==> src/rtl/core/wfc_pkg.sv <==
// Shared constants, types and helper functions of the word frequency counter.
package wfc_pkg;

  // Sizing of the word buffer, the word table and the counters.
  localparam int WORD_CHARS  = 11;
  localparam int TABLE_DEPTH = 64;
  localparam int COUNT_BITS  = 16;
  localparam int QUEUE_DEPTH = 2;

  // Derived widths.
  localparam int LEN_W   = $clog2(WORD_CHARS + 1);
  localparam int IDX_W   = (TABLE_DEPTH > 1) ? $clog2(TABLE_DEPTH) : 1;
  localparam int USED_W  = $clog2(TABLE_DEPTH + 1);
  localparam int QPTR_W  = (QUEUE_DEPTH > 1) ? $clog2(QUEUE_DEPTH) : 1;
  localparam int QCNT_W  = $clog2(QUEUE_DEPTH + 1);

  // Fixed widths of the result fields.
  localparam int ENTRY_W     = 6;
  localparam int COUNT_OUT_W = 16;

  // Punctuation that is dropped from words, and the case-folding constants.
  localparam logic [7:0] CH_COMMA    = 8'h2C;
  localparam logic [7:0] CH_PERIOD   = 8'h2E;
  localparam logic [7:0] CH_QUESTION = 8'h3F;
  localparam logic [7:0] CH_UPPER_A  = 8'h41;
  localparam logic [7:0] CH_UPPER_Z  = 8'h5A;
  localparam logic [7:0] CASE_OFFSET = 8'h20;

  // Count value of a freshly inserted entry.
  localparam logic [COUNT_BITS-1:0] COUNT_FIRST = COUNT_BITS'(1);

  // Lookup key: folded characters, zero past the length, plus the length.
  typedef struct packed {
    logic [WORD_CHARS-1:0][7:0] chars;
    logic [LEN_W-1:0]           len;
  } key_t;

  // One finished word travelling from the front to the back.
  typedef struct packed {
    key_t key;
    logic overlong;
  } word_t;

  // One result transaction.
  typedef struct packed {
    logic [ENTRY_W-1:0]     entry_index;
    logic [COUNT_OUT_W-1:0] count;
    logic                   new_word;
    logic                   table_full;
    logic                   truncated;
  } result_t;

  // Fold upper-case ASCII letters to lower case; every other byte is kept.
  function automatic logic [7:0] fold(input logic [7:0] c);
    logic [7:0] r;
    r = c;
    if ((c >= CH_UPPER_A) && (c <= CH_UPPER_Z)) begin
      r = c + CASE_OFFSET;
    end
    return r;
  endfunction

  // True for the punctuation characters that are dropped.
  function automatic logic is_dropped(input logic [7:0] c);
    return (c == CH_COMMA) || (c == CH_PERIOD) || (c == CH_QUESTION);
  endfunction

endpackage

==> src/rtl/core/wfc_queue.sv <==
// Short word queue that decouples the character front end from the table lookup.
module wfc_queue import wfc_pkg::*; (
  input  logic  clk_i,
  input  logic  rst_ni,
  input  logic  push_i,
  input  word_t push_word_i,
  output logic  push_ready_o,
  input  logic  pop_i,
  output word_t pop_word_o,
  output logic  pop_valid_o
);

  word_t             slots_q [QUEUE_DEPTH];
  logic [QPTR_W-1:0] wr_ptr_q, rd_ptr_q;
  logic [QCNT_W-1:0] fill_q;
  logic              do_push, do_pop;

  assign push_ready_o = (fill_q != QCNT_W'(QUEUE_DEPTH));
  assign pop_valid_o  = (fill_q != '0);
  assign pop_word_o   = slots_q[rd_ptr_q];
  assign do_push      = push_i && push_ready_o;
  assign do_pop       = pop_i && pop_valid_o;

  // Storage for queued words.
  always_ff @(posedge clk_i) begin
    if (do_push) begin
      slots_q[wr_ptr_q] <= push_word_i;
    end
  end

  // Pointers and fill level.
  always_ff @(posedge clk_i or negedge rst_ni) begin
    if (!rst_ni) begin
      wr_ptr_q <= '0;
      rd_ptr_q <= '0;
      fill_q   <= '0;
    end else begin
      if (do_push) begin
        wr_ptr_q <= (wr_ptr_q == QPTR_W'(QUEUE_DEPTH - 1)) ? '0 : wr_ptr_q + QPTR_W'(1);
      end
      if (do_pop) begin
        rd_ptr_q <= (rd_ptr_q == QPTR_W'(QUEUE_DEPTH - 1)) ? '0 : rd_ptr_q + QPTR_W'(1);
      end
      if (do_push && !do_pop) begin
        fill_q <= fill_q + QCNT_W'(1);
      end else if (do_pop && !do_push) begin
        fill_q <= fill_q - QCNT_W'(1);
      end
    end
  end

endmodule

==> config.mk <==
export PLATFORM = sky130hd
export DESIGN_NAME = wfc_queue
export DESIGN_NICKNAME = d
export VERILOG_FILES = /design/src/rtl/core/wfc_pkg.sv /design/src/rtl/core/wfc_queue.sv
export SDC_FILE = /design/constraint.sdc
export NUM_CORES = 1
export LEC_CHECK = 0
export CAP_MARGIN = 10
export CORE_AREA = 2 2 158 160
export DETAILED_ROUTE_END_ITERATION = 8
export DIE_AREA = 0 0 160 162
export DONT_BUFFER_PORTS = 1
export GPL_TIMING_DRIVEN = 0
export PLACE_DENSITY = 0.49
export RECOVER_POWER = 50
export SLEW_MARGIN = 40
export SYNTH_ARGS = -nofsm -noshare
export SYNTH_HDL_FRONTEND = slang
export SYNTH_SLANG_ARGS = --single-unit
==> constraint.sdc <==
create_clock -name clk_i -period 4.8 [get_ports clk_i]
set_clock_uncertainty 0.15 [all_clocks]
set_input_delay 0.96 -clock clk_i [delete_from_list [all_inputs] [get_ports clk_i]]
set_output_delay 0.96 -clock clk_i [all_outputs]
set_load 0.02 [all_outputs]
==> flow_summary.ini <==
[outcome]
status = complete, no violations

[critical_path]
worstPathRequired_ns = 3.69
critPathMaxFanout = 10
crit_type = register to primary output
cp-start-kind = register
worst_setup_path_end_kind = primary output
worstPathArrival_ns = 1.72

[placed_design]
hpwl_um = 9070
port_buffers = 0
gp_congestion = 0.706
placed_cell_area_um2 = 7500

[sta]
fin_crit_ns = 2.83
period_share = 0.589
slew_headroom = 0.250
hold_violations = 0
setup_violations = 0
tns_ns = 0
worst_pin_slew_ns = 1.13
drv_slew = 0
fmax_ghz = 0.354
whs_ns = 0.0799
rsz0062_at_grt = false

[power]
leakage_nw = 2.57
powerDensity_nw_per_um2 = 670
vdd_ir_drop_max_mv = 0.244

[global_routing]
antenna_found_initial = 0
grt_pass1_vias = 3262
overflow = 0
grt_max_degree = 40
grt_pass1_wl_um = 19300
grt_usage = 0.102

[yosys]
synth_area_per_cell_um2 = 22.5
yosysWarnings = 0
ys_seq_area_frac = 0.822
netlist_instances = 307
synth_edf_count = 186
async_reset_ff_frac = 0.0211
synth_ff_type = edfxtp_1
syn_area_um2 = 6920
synth-seq-cells = 190
synth.net_count = 405
synth.distinct_cells = 15

[routing]
antenna_left = 0
route.detailed.drc = 0
vias_per_cell = 4.16
wl_per_cell_um = 19.4
initialDrtViolationCount = 120
routed_wl_um = 13000
dr.pass1.iters = 4
via_count = 2791

[run]
max_cap_viol_count = 0

[final_layout]
drive_gt1_frac = 0.401
antennaDiodeCount = 0
design_area_um2 = 8040
area_growth_pct = 16.3
num-nets-final = 432

[clock_network]
clk_latency_ns = 0.42
root_buffer = clkbuf_16
cts_hold_buf = 0
cts_sinks = 190
cts_setup_buffers = 0
cts_resized = 0
tritoncts = yes
cts_made_buffers = 17
clock_path_buffers = 2
h-tree-depth = 4
clk_pin_slew_worst_paths_ns = 0.07

[floorplanning]
die_x_um = 160
core.rowCount = 57
io_pins = 192
dieHeight_um = 162
die_area_um2 = 25900
start_util = 0.287
core_um2 = 24100

[hold_path]
hold_class = primary input to asynchronous set/reset pin
[power breakdown]
part | internal (mW) | leakage, nW | switching (mW)
clock | 0.778 | 0.274 | 0.630
combinational | 0.553 | 0.525 | 1.08
sequential | 2.27 | 1.77 | 0.0811
total | 3.60 | 2.57 | 1.80
[cells in the final DEF, fill, tap and decap left out]
master	Yosys	routed
and3_1	1	1
buf_12	0	2
buf_16	0	2
buf_2	3	3
buf_4	1	1
buf_6	6	6
buf_8	0	2
bufinv_16	0	2
clkbuf_1	0	2
clkbuf_16	0	17
clkinv_1	0	2
clkinv_2	0	1
clkinv_4	0	1
clkinvlp_4	0	5
dfrtp_1	4	4
edfxtp_1	186	186
ha_1	1	1
inv_1	1	1
inv_8	0	4
mux2_2	93	93
nand2_1	2	2
nand2b_1	1	1
nor2_1	2	2
or2_0	0	1
xnor2_1	3	3
xor2_1	2	2
[Yosys cell counts, types with 2 or more instances]
| cell | instances | area (µm²) |
|---|---|---|
| buf_2 | 3 | 15.0 |
| buf_6 | 6 | 67.6 |
| dfrtp_1 | 4 | 100 |
| edfxtp_1 | 186 | 5590 |
| mux2_2 | 93 | 1050 |
| nand2_1 | 2 | 7.51 |
| nor2_1 | 2 | 7.51 |
| xnor2_1 | 3 | 26.3 |
| xor2_1 | 2 | 17.5 |
[per-layer routing]
layer  part of all wire  up-vias  track usage
li1                   -     1264            -
met1               0.37     1403        0.104
met2               0.51      115        0.177
met3               0.11        9       0.0580
met4              0.011        0       0.0332
met5                  0        -            0
[worst paths after layout]
kind / start / depth (start not counted) / slack, ns / end
hold reg to reg: wr_ptr_q$_DFFE_PN0P_ / 1 / 0.35 / wr_ptr_q$_DFFE_PN0P_
max in group asynchronous: rst_ni / 0 / 4.35 / fill_q[0]$_DFFE_PN0P_
min in group clk_i: wr_ptr_q$_DFFE_PN0P_ / 1 / 0.35 / wr_ptr_q$_DFFE_PN0P_
hold / removal: rst_ni / 0 / 0.08 / wr_ptr_q$_DFFE_PN0P_
setup / recovery: rd_ptr_q$_DFFE_PN0P_ / 3 / 1.97 / pop_word_o[8]
setup reg to reg: fill_q[0]$_DFFE_PN0P_ / 4 / 2.08 / slots_q[0][39]$_DFFE_PP_
[sequential cells by signal (all words and copies together), names as in the netlist]
| name | cells |
|---|---|
| wr_ptr_q | 1 |
| slots_q | 186 |
| rd_ptr_q | 1 |
| fill_q | 2 |
[critical path, stage by stage, from the launching register on]
cell and delay, ns:
dfrtp_1 0.40, buf_4 0.27, buf_6 0.20, mux2_2 0.41
[layout make-up]
cell class	instances	area, µm²
Fill cell	2338	16100
Timing Repair Buffer	8	133
Clock inverter	15	164
Inverter	1	3.75
Tap cell	324	405
Clock buffer	17	425
Buffer	10	90.1
Sequential cell	190	5690
Multi-Input combinational cell	106	1140
[stage by stage]
step | worst slack, ns | cells | util | power, mW
final | 1.97 | 671 | 0.334 | 5.39
after global routing | 1.85 | 671 | 0.334 | 5.64
after CTS | 1.87 | 671 | 0.336 | 5.54
after detailed placement | 2.36 | 639 | 0.311 | 4.10
after global placement | -0.762 | 631 | 0.304 | 4.02
after floorplan | 0.739 | 307 | - | 3.70
[kinds of logic (layout without fill, tap and decap cells)]
logic type,after synthesis,count (layout),share of synthesized area
flops,190,190,0.822
mux,93,93,0.151
buf+inv,11,51,0.0136
simple gates,7,7,0.00489
xor+xnor,5,5,0.00633
fa+ha+maj,1,1,0.00181
(Power assumes the default switching activity.)
