## config.mk

```make
export PLATFORM = sky130hd
export DESIGN_NAME = wfc_front
export DESIGN_NICKNAME = d
export VERILOG_FILES = /design/src/rtl/core/wfc_pkg.sv /design/src/rtl/core/wfc_front.sv
export SDC_FILE = /design/constraint.sdc
export NUM_CORES = 1
export LEC_CHECK = 0
export BUFFER_PORTS_ARGS = -buffer_cell sky130_fd_sc_hd__buf_2
export CORE_MARGIN = 4
export CORE_UTILIZATION = 30
export CTS_BUF_LIST = sky130_fd_sc_hd__clkbuf_4 sky130_fd_sc_hd__clkbuf_8
export DETAILED_ROUTE_END_ITERATION = 8
export PLACE_DENSITY_LB_ADDON = 0.1
export SETUP_SLACK_MARGIN = 0.2
export SLEW_MARGIN = 15
export SYNTH_ARGS = -nofsm -noshare
export SYNTH_HDL_FRONTEND = slang
export SYNTH_SLANG_ARGS = --single-unit
```

## constraint.sdc

```tcl
create_clock -name clk_i -period 4.1 [get_ports clk_i]
set_clock_uncertainty 0.05 [all_clocks]
set_input_delay 0 -clock clk_i [delete_from_list [all_inputs] [get_ports clk_i]]
set_output_delay 0 -clock clk_i [all_outputs]
set_load 0.005 [all_outputs]
```

## src/rtl/core/wfc_pkg.sv

```systemverilog
// Shared constants, types and helper functions of the word frequency counter.
package wfc_pkg;

  // Sizing of the word buffer, the word table and the counters.
  localparam int WORD_CHARS  = 11;
  localparam int TABLE_DEPTH = 64;
  localparam int COUNT_BITS  = 16;
  localparam int QUEUE_DEPTH = 2;

  // Derived widths.
  localparam int LEN_W   = $clog2(WORD_CHARS + 1);
  localparam int IDX_W   = (TABLE_DEPTH > 1) ? $clog2(TABLE_DEPTH) : 1;
  localparam int USED_W  = $clog2(TABLE_DEPTH + 1);
  localparam int QPTR_W  = (QUEUE_DEPTH > 1) ? $clog2(QUEUE_DEPTH) : 1;
  localparam int QCNT_W  = $clog2(QUEUE_DEPTH + 1);

  // Fixed widths of the result fields.
  localparam int ENTRY_W     = 6;
  localparam int COUNT_OUT_W = 16;

  // Punctuation that is dropped from words, and the case-folding constants.
  localparam logic [7:0] CH_COMMA    = 8'h2C;
  localparam logic [7:0] CH_PERIOD   = 8'h2E;
  localparam logic [7:0] CH_QUESTION = 8'h3F;
  localparam logic [7:0] CH_UPPER_A  = 8'h41;
  localparam logic [7:0] CH_UPPER_Z  = 8'h5A;
  localparam logic [7:0] CASE_OFFSET = 8'h20;

  // Count value of a freshly inserted entry.
  localparam logic [COUNT_BITS-1:0] COUNT_FIRST = COUNT_BITS'(1);

  // Lookup key: folded characters, zero past the length, plus the length.
  typedef struct packed {
    logic [WORD_CHARS-1:0][7:0] chars;
    logic [LEN_W-1:0]           len;
  } key_t;

  // One finished word travelling from the front to the back.
  typedef struct packed {
    key_t key;
    logic overlong;
  } word_t;

  // One result transaction.
  typedef struct packed {
    logic [ENTRY_W-1:0]     entry_index;
    logic [COUNT_OUT_W-1:0] count;
    logic                   new_word;
    logic                   table_full;
    logic                   truncated;
  } result_t;

  // Fold upper-case ASCII letters to lower case; every other byte is kept.
  function automatic logic [7:0] fold(input logic [7:0] c);
    logic [7:0] r;
    r = c;
    if ((c >= CH_UPPER_A) && (c <= CH_UPPER_Z)) begin
      r = c + CASE_OFFSET;
    end
    return r;
  endfunction

  // True for the punctuation characters that are dropped.
  function automatic logic is_dropped(input logic [7:0] c);
    return (c == CH_COMMA) || (c == CH_PERIOD) || (c == CH_QUESTION);
  endfunction

endpackage

```

## src/rtl/core/wfc_front.sv

```systemverilog
// Front end: collects characters into a folded word and hands finished words on.
module wfc_front import wfc_pkg::*; (
  input  logic       clk_i,
  input  logic       rst_ni,
  input  logic       in_valid_i,
  output logic       in_ready_o,
  input  logic [7:0] char_in_i,
  input  logic       end_of_word_i,
  output logic       push_o,
  output word_t      push_word_o,
  input  logic       push_ready_i
);

  logic [WORD_CHARS-1:0][7:0] chars_q, chars_d;
  logic [LEN_W-1:0]           len_q, len_d;
  logic                       over_q, over_d;
  logic                       accept;

  // A character is taken whenever the queue has room for a possible word end.
  assign in_ready_o = push_ready_i;
  assign accept     = in_valid_i && in_ready_o;

  // Append the folded character, or mark the word as overlong when full.
  always_comb begin
    chars_d = chars_q;
    len_d   = len_q;
    over_d  = over_q;
    if (!is_dropped(char_in_i)) begin
      if (len_q < LEN_W'(WORD_CHARS)) begin
        for (int i = 0; i < WORD_CHARS; i++) begin
          if (len_q == LEN_W'(i)) begin
            chars_d[i] = fold(char_in_i);
          end
        end
        len_d = len_q + LEN_W'(1);
      end else begin
        over_d = 1'b1;
      end
    end
  end

  // The finished word leaves in the transaction that carries its last character.
  assign push_o                = accept && end_of_word_i;
  assign push_word_o.key.chars = chars_d;
  assign push_word_o.key.len   = len_d;
  assign push_word_o.overlong  = over_d;

  // Word buffer: cleared after each word end.
  always_ff @(posedge clk_i or negedge rst_ni) begin
    if (!rst_ni) begin
      chars_q <= '0;
      len_q   <= '0;
      over_q  <= 1'b0;
    end else if (accept) begin
      if (end_of_word_i) begin
        chars_q <= '0;
        len_q   <= '0;
        over_q  <= 1'b0;
      end else begin
        chars_q <= chars_d;
        len_q   <= len_d;
        over_q  <= over_d;
      end
    end
  end

endmodule

```

==> flow_summary.json, run 1 <==
{
  "cts.sinks": 93,
  "fin_tns_setup_ps": 0,
  "status": "finished, final reports clean",
  "dieWidth_um": 146,
  "timing.fmax_mhz": 389,
  "numCtsBuffers": 9,
  "peakVddDrop_mv": 0.156,
  "clk_pin_slew_ps": 90,
  "grt_pass1_vias": 4759,
  "ys_types": 48,
  "gp_congestion": 0.755,
  "rows": 50,
  "max-slew-margin-rel_pct": 25.8,
  "crit_buf_inv": 1,
  "dp_hpwl_um": 11800,
  "wl_per_cell_um": 19.7,
  "fin_crit_ps": 2570,
  "grt_max_degree": 84,
  "hold_viol": 0,
  "synth-async-reset-ratio_pct": 100,
  "vias": 4764,
  "setup_slack_ps": 1530,
  "syn_to_final_growth_pct": 13.9,
  "stdcell_area_um2": 6480,
  "clockRootBuffer": "clkbuf_8",
  "timing.final.crit_share_pct": 62.7,
  "holdWs_ps": 130,
  "path_cells": "ha_1, nor3_2, nand3_2, o21ai_0, buf_2",
  "coreArea_um2": 18700,
  "leakage_nw": 2.89,
  "initial_core_util_pct": 30.4,
  "crit_path_start_kind": "flip-flop",
  "clockBufferDepth": 2,
  "rsz0062_at_grt": "no",
  "drtIter0Drc": 366,
  "drtPass1Iterations": 4,
  "num_antenna_cells": 0,
  "grt_antenna_before_repair": 0,
  "power.density_nw_per_um2": 427,
  "crit_type": "reg -> out",
  "worst_ep_arrival_time_ps": 2520,
  "nets": 700,
  "syn_inst": 624,
  "drt-total-wl_um": 18100,
  "grt.total_usage_pct": 16.9,
  "io_pins": 108,
  "filler_cell_count": 1961,
  "slowest_stage": "dfrtp_1",
  "gr-total-overflow": 0,
  "cp_max_fo": 19,
  "cpPeakStageDelay_ps": 470,
  "post_cts_resize_count": 0,
  "ys_seq_elements": 93,
  "netlist_top_cells_count": "117 x nand2_1, 100 x o21ai_0, 93 x dfrtp_1",
  "synthesis.area_um2": 5690,
  "yosysTopAreaCellShare_pct": 40.9,
  "yosysSeqAreaShare_pct": 40.9,
  "syn_nets": 642,
  "ant_nets": 0,
  "yosys.cell_count.top_type": "nand2_1",
  "ys.flop_type": "dfrtp_1",
  "port_buffers": 107,
  "tritoncts": "yes",
  "syn_avg_cell_area_um2": 9.12,
  "die_area_um2": 21200,
  "drv_slew": 0,
  "required_ps": 4050,
  "grt_pass1_wl_um": 28300,
  "ys_warn_count": 0,
  "ys_top_cells_by_area": "dfrtp_1 41%, mux2_2 11%, o21ai_0 8.8%, mux2i_1 8.6%, nand2_1 7.7%",
  "crit_family": "simple AND/OR/NAND/NOR gates",
  "drv_cap": 0,
  "via_per_inst": 5.18,
  "yosys.area.top_type": "dfrtp_1",
  "htreeDepth": 3,
  "post-route-drc-count": 0,
  "layout-drive-gt1-share_pct": 28.6,
  "setup_violations": 0,
  "pre_cts_slack_ps": 1490,
  "synth_edf_count": 0,
  "worstMarginPinSlew_ps": 1110,
  "end_kind": "output port",
  "placed_cell_area_um2": 6280,
  "fp.dieH_um": 146,
  "hold_class": "in -> reg",
  "clk_latency_ps": 370
}
==> layout make-up <==
class	instances	area [um2]	share of cell area, %
Multi-Input combinational cell	457	3050	47.0
Sequential cell	93	2330	35.9
Timing Repair Buffer	115	601	9.27
Tap cell	234	293	4.52
Clock buffer	12	153	2.36
Clock inverter	2	35.0	0.541
Inverter	6	22.5	0.348
==> routing by layer <==
| layer | global-route usage, % | routed length (um) | up-vias |
|---|---|---|---|
| li1 | - | - | 2312 |
| met1 | 23.4 | 8600 | 2333 |
| met2 | 27.5 | 8550 | 107 |
| met3 | 2.74 | 726 | 12 |
| met4 | 4.80 | 258 | 0 |
| met5 | 0 | 0 | - |
==> cells by family (layout without fill, tap and decap cells) <==
family / Yosys count / count (layout) / share of synthesized area [%]
AO/OA/AOI/OAI: 163 / 163 / 17.2
flip-flops: 93 / 93 / 40.9
AND/OR/NAND/NOR: 184 / 184 / 15.2
adder cells (fa/ha/maj): 5 / 5 / 1.10
multiplexers: 104 / 104 / 19.5
buffers and inverters: 74 / 135 / 5.90
XOR/XNOR: 1 / 1 / 0.154
==> tightest hold or removal path, stage by stage <==
cell and delay [ps]:
buf_2 230, o21ai_0 190, o21ai_0 80
==> placed cells by master (no fill, tap or decap), drive strengths merged, types with 2 or more instances in the layout <==
cell | netlist | final
mux2i | 49 | 49
nor3b | 7 | 7
o31ai | 7 | 7
nor2 | 13 | 13
dfrtp | 93 | 93
buf | 33 | 114
a22oi | 21 | 21
clkbuf | 35 | 12
a32o | 3 | 3
nand2b | 2 | 2
nor3 | 5 | 5
or2 | 2 | 2
inv | 6 | 6
mux2 | 55 | 55
and3 | 10 | 10
and2 | 2 | 2
ha | 5 | 5
nor2b | 4 | 4
and4 | 2 | 2
o41ai | 2 | 2
a21oi | 4 | 4
nand3 | 17 | 17
a22o | 8 | 8
o21ai | 108 | 108
nand2 | 117 | 117
==> metrics by stage <==
stage / power [mW] / std cells / utilization, %
floorplan: 1.76 / 624 / -
global placement: 2.14 / 904 / 33.6
finish: 2.77 / 919 / 34.6
global route: 2.97 / 919 / 34.6
detailed placement: 2.16 / 904 / 33.6
CTS: 2.81 / 919 / 34.6
==> repair_timing <==
action / in CTS / in global routing
hold buffers: 1 / 0
hold endpoints to repair: 60 / 0
buffers inserted: 0 / 0
setup endpoints to repair: 0 / 0
==> final timing paths <==
| check | startpoint | end | slack [ps] | cells past startpoint |
|---|---|---|---|---|
| setup / recovery | len_q[0]$_DFFE_PN0P_ | push_word_o[76] | 1530 | 5 |
| hold / removal | char_in_i[7] | chars_q[79]$_DFFE_PN0P_ | 130 | 3 |
| setup reg to reg | len_q[0]$_DFFE_PN0P_ | chars_q[84]$_DFFE_PN0P_ | 1610 | 5 |
| hold reg to reg | chars_q[18]$_DFFE_PN0P_ | chars_q[18]$_DFFE_PN0P_ | 450 | 2 |
| max in group asynchronous | rst_ni | chars_q[70]$_DFFE_PN0P_ | 2790 | 3 |
| min in group asynchronous | rst_ni | chars_q[68]$_DFFE_PN0P_ | 200 | 2 |
==> registers in the layout (all words and copies together) (netlist names) <==
name	count
chars_q	88
len_q	4
over_q	1
==> power breakdown <==
| group | switching (mW) | internal (mW) | total (mW) |
|---|---|---|---|
| Clock | 0.334 | 0.306 | 0.640 |
| Combinational | 0.490 | 0.430 | 0.920 |
| Sequential | 0.124 | 1.08 | 1.21 |
Note: power is estimated with default switching activity, not from simulation.
==> run 2: changes to the inputs <==
--- a/config.mk
+++ b/config.mk
@@ -5,6 +5,7 @@
 export SDC_FILE = /design/constraint.sdc
 export NUM_CORES = 1
 export LEC_CHECK = 0
+export ABC_AREA = 1
 export BUFFER_PORTS_ARGS = -buffer_cell sky130_fd_sc_hd__buf_2
 export CORE_MARGIN = 4
 export CORE_UTILIZATION = 30
==> constraint.sdc (replaced) <==
create_clock -name clk_i -period 2.6 [get_ports clk_i]
set_clock_uncertainty 0.05 [all_clocks]
set_input_delay 0 -clock clk_i [delete_from_list [all_inputs] [get_ports clk_i]]
set_output_delay 0 -clock clk_i [all_outputs]
set_load 0.005 [all_outputs]
==> run 2 against run 1 <==
- the run now ends with negative hold slack left
- critical path depth is 2 higher
- synthesized cell count is 20% higher
- worst hold slack worse by 160 ps
- die area is 4.1% lower
==> flow_summary.json, run 2 <==
{
  "ant_nets": 0,
  "worst_ep_arrival_time_ps": 2220,
  "final_cells": 1081,
  "syn_inst": 751,
  "required_ps": 2550,
  "grt_max_degree": 60,
  "clockBufferDepth": 2,
  "ys_warn_count": 0,
  "rrSetupSlack_ps": 720,
  "crit_type": "reg -> out",
  "hold_class": "in -> reg",
  "tritoncts": "yes",
  "clk_pin_slew_ps": 100,
  "leakage_nw": 3.89,
  "timing.fmax_mhz": 441,
  "drtIter0Drc": 425,
  "largest_register_ffs": 88,
  "power.density_nw_per_um2": 633,
  "filler_cell_count": 1917,
  "path_depth": 7,
  "syn_to_final_growth_pct": 19.4,
  "dieWidth_um": 143,
  "hold_viol": 1,
  "rr_worst_depth": 9,
  "crit_path_start_kind": "flip-flop",
  "ys.flop_type": "dfrtp_1",
  "crit_top_cell": "inv_2",
  "cpPeakStageDelay_ps": 440,
  "end_kind": "output port",
  "synthesis.area_um2": 5440,
  "rsz0062_at_grt": "yes",
  "gr-total-overflow": 0,
  "largest-register": "chars_q",
  "rr_endpoint": "chars_q[64]$_DFFE_PN0P_",
  "post-route-drc-count": 0,
  "synth-async-reset-ratio_pct": 100,
  "timing.final.crit_share_pct": 87.2,
  "ys_seq_elements": 93,
  "cts.sinks": 93,
  "yosys.cell_count.top_type": "nand2_1",
  "slowest_stage": "dfrtp_1",
  "setup_violations": 0,
  "max-slew-margin-rel_pct": 23.7,
  "synth_edf_count": 0,
  "fin_crit_ps": 2270,
  "wl_per_cell_um": 16.5,
  "drtPass1Iterations": 5,
  "io_pins": 108,
  "dp_hpwl_um": 12200,
  "status": "finished with violations",
  "rows": 48,
  "die_area_um2": 20400,
  "netlist_top_cells_count": "229 x nand2_1, 135 x inv_1, 93 x dfrtp_1",
  "r2r-start": "len_q[0]$_DFFE_PN0P_",
  "drt-total-wl_um": 17900,
  "layout.cells.most_common": "nand2_1",
  "grt_antenna_before_repair": 0,
  "gp_congestion": 0.841,
  "violations": "negative hold slack",
  "numCtsBuffers": 9,
  "crit_path_end": "push_word_o[60]",
  "fin_tns_setup_ps": 0,
  "cp_max_fo": 10,
  "clk_latency_ps": 400,
  "ys_top_cells_by_area": "dfrtp_1 43%, nand2_1 16%, inv_1 9.3%, nand3_1 4.4%, o22ai_1 4.0%",
  "ys_types": 37,
  "syn_nets": 769,
  "path_cells": "inv_2, ha_1, nand3_4, inv_2, nand3_1, and2_1, buf_2",
  "drv_cap": 0,
  "peakVddDrop_mv": 0.294,
  "nets": 869,
  "yosysSeqAreaShare_pct": 42.8,
  "via_per_inst": 4.77,
  "yosys.area.top_type": "dfrtp_1",
  "port_buffers": 107,
  "dp.cells": 1058,
  "grt_pass1_wl_um": 28200,
  "grt_pass1_vias": 5056,
  "crit_buf_inv": 3,
  "htreeDepth": 3,
  "fp.dieH_um": 143,
  "final_cell_mix": "224 x nand2_1, 130 x inv_1, 106 x buf_2, 93 x dfrtp_1, 48 x nand3_1",
  "crit_family": "simple AND/OR/NAND/NOR gates",
  "syn_avg_cell_area_um2": 7.24,
  "yosysTopAreaCellShare_pct": 42.8,
  "vias": 5155,
  "clockRootBuffer": "clkbuf_8",
  "layout-drive-gt1-share_pct": 21.6,
  "holdWs_ps": -26.0,
  "grt.total_usage_pct": 18.0,
  "startpoint": "len_q[0]$_DFFE_PN0P_",
  "num_antenna_cells": 0,
  "coreArea_um2": 17500,
  "drv_slew": 0,
  "initial_core_util_pct": 31.0,
  "largest_registers": "chars_q: 88 flops, len_q: 4 flops, over_q: 1 flops",
  "worstMarginPinSlew_ps": 1140
}
[run 2: kinds of logic (layout without fill, tap and decap cells)]
logic type      after synthesis  count (layout)  synth area share, %
xor+xnor                      1               1                0.161
compound gates              129             129                 13.8
simple gates                342             342                 28.7
buf+inv                     181             286                 13.5
flops                        93              93                 42.8
fa+ha+maj                     5               5                 1.15
[run 2: worst min-delay path by stage]
stage	slack, ps	to	from	cells past startpoint
after floorplan	-350	chars_q[0]$_DFFE_PN0P_	rst_ni	0
after global placement	-30	chars_q[52]$_DFFE_PN0P_	rst_ni	1
after detailed placement	-30	chars_q[48]$_DFFE_PN0P_	rst_ni	1
after CTS	8	chars_q[75]$_DFFE_PN0P_	char_in_i[3]	3
after global routing	4	chars_q[75]$_DFFE_PN0P_	char_in_i[3]	3
final	-30	chars_q[75]$_DFFE_PN0P_	char_in_i[3]	3
[run 2: final cells by class]
class	instances	area, um2	share of cell area [%]
multi-input cells	477	2440	37.6
flip-flops and latches	93	2330	35.8
repair buffers	121	681	10.5
inverters	149	569	8.76
well taps	225	282	4.33
clock buffers	10	131	2.02
clock inverters	6	63.8	0.982
[run 2: worst min-delay path, cell delays in order]
cell and delay (ps):
buf_2 170, o21ai_1 110, o22ai_1 100
[run 2: where the power goes]
| part | leakage (nW) | switching, mW | internal, mW |
|---|---|---|---|
| combinational | 2.52 | 0.867 | 0.523 |
| sequential | 1.27 | 0.0787 | 1.61 |
| clock | 0.0957 | 0.582 | 0.454 |
[run 2: per-layer routing]
metal | part of all wire [%] | vias up | GRT usage, %
met4 | 1.3 | 0 | 4.95
met2 | 46 | 141 | 28.5
met3 | 5.1 | 17 | 3.58
met1 | 48 | 2465 | 25.0
li1 | - | 2532 | -
met5 | 0 | - | 0
[run 2: per-stage QoR]
| step | total power [mW] | utilization (%) | hold slack, ps | setup WS [ps] | instance area, um2 |
|---|---|---|---|---|---|
| after detailed placement | 3.09 | 35.2 | -29.5 | 461 | 6170 |
| final | 4.11 | 37.1 | -26.0 | 332 | 6500 |
| after floorplan | 2.51 | - | -346 | 896 | 5440 |
| after global routing | 4.41 | 37.1 | 4.45 | 181 | 6500 |
| after CTS | 4.14 | 36.4 | 7.74 | 198 | 6390 |
| after global placement | 3.07 | 35.2 | -33.3 | 533 | 6170 |
[run 2: timing repair]
action                                  4_1_cts  5_1_grt
endpoints found under the setup margin        8       35
pin swaps                                     0        2
resized for setup                             5       20
cloned                                        0        0
hold buffers                                  1        0
buffers inserted                              0        6
hold endpoints to repair                     68        0
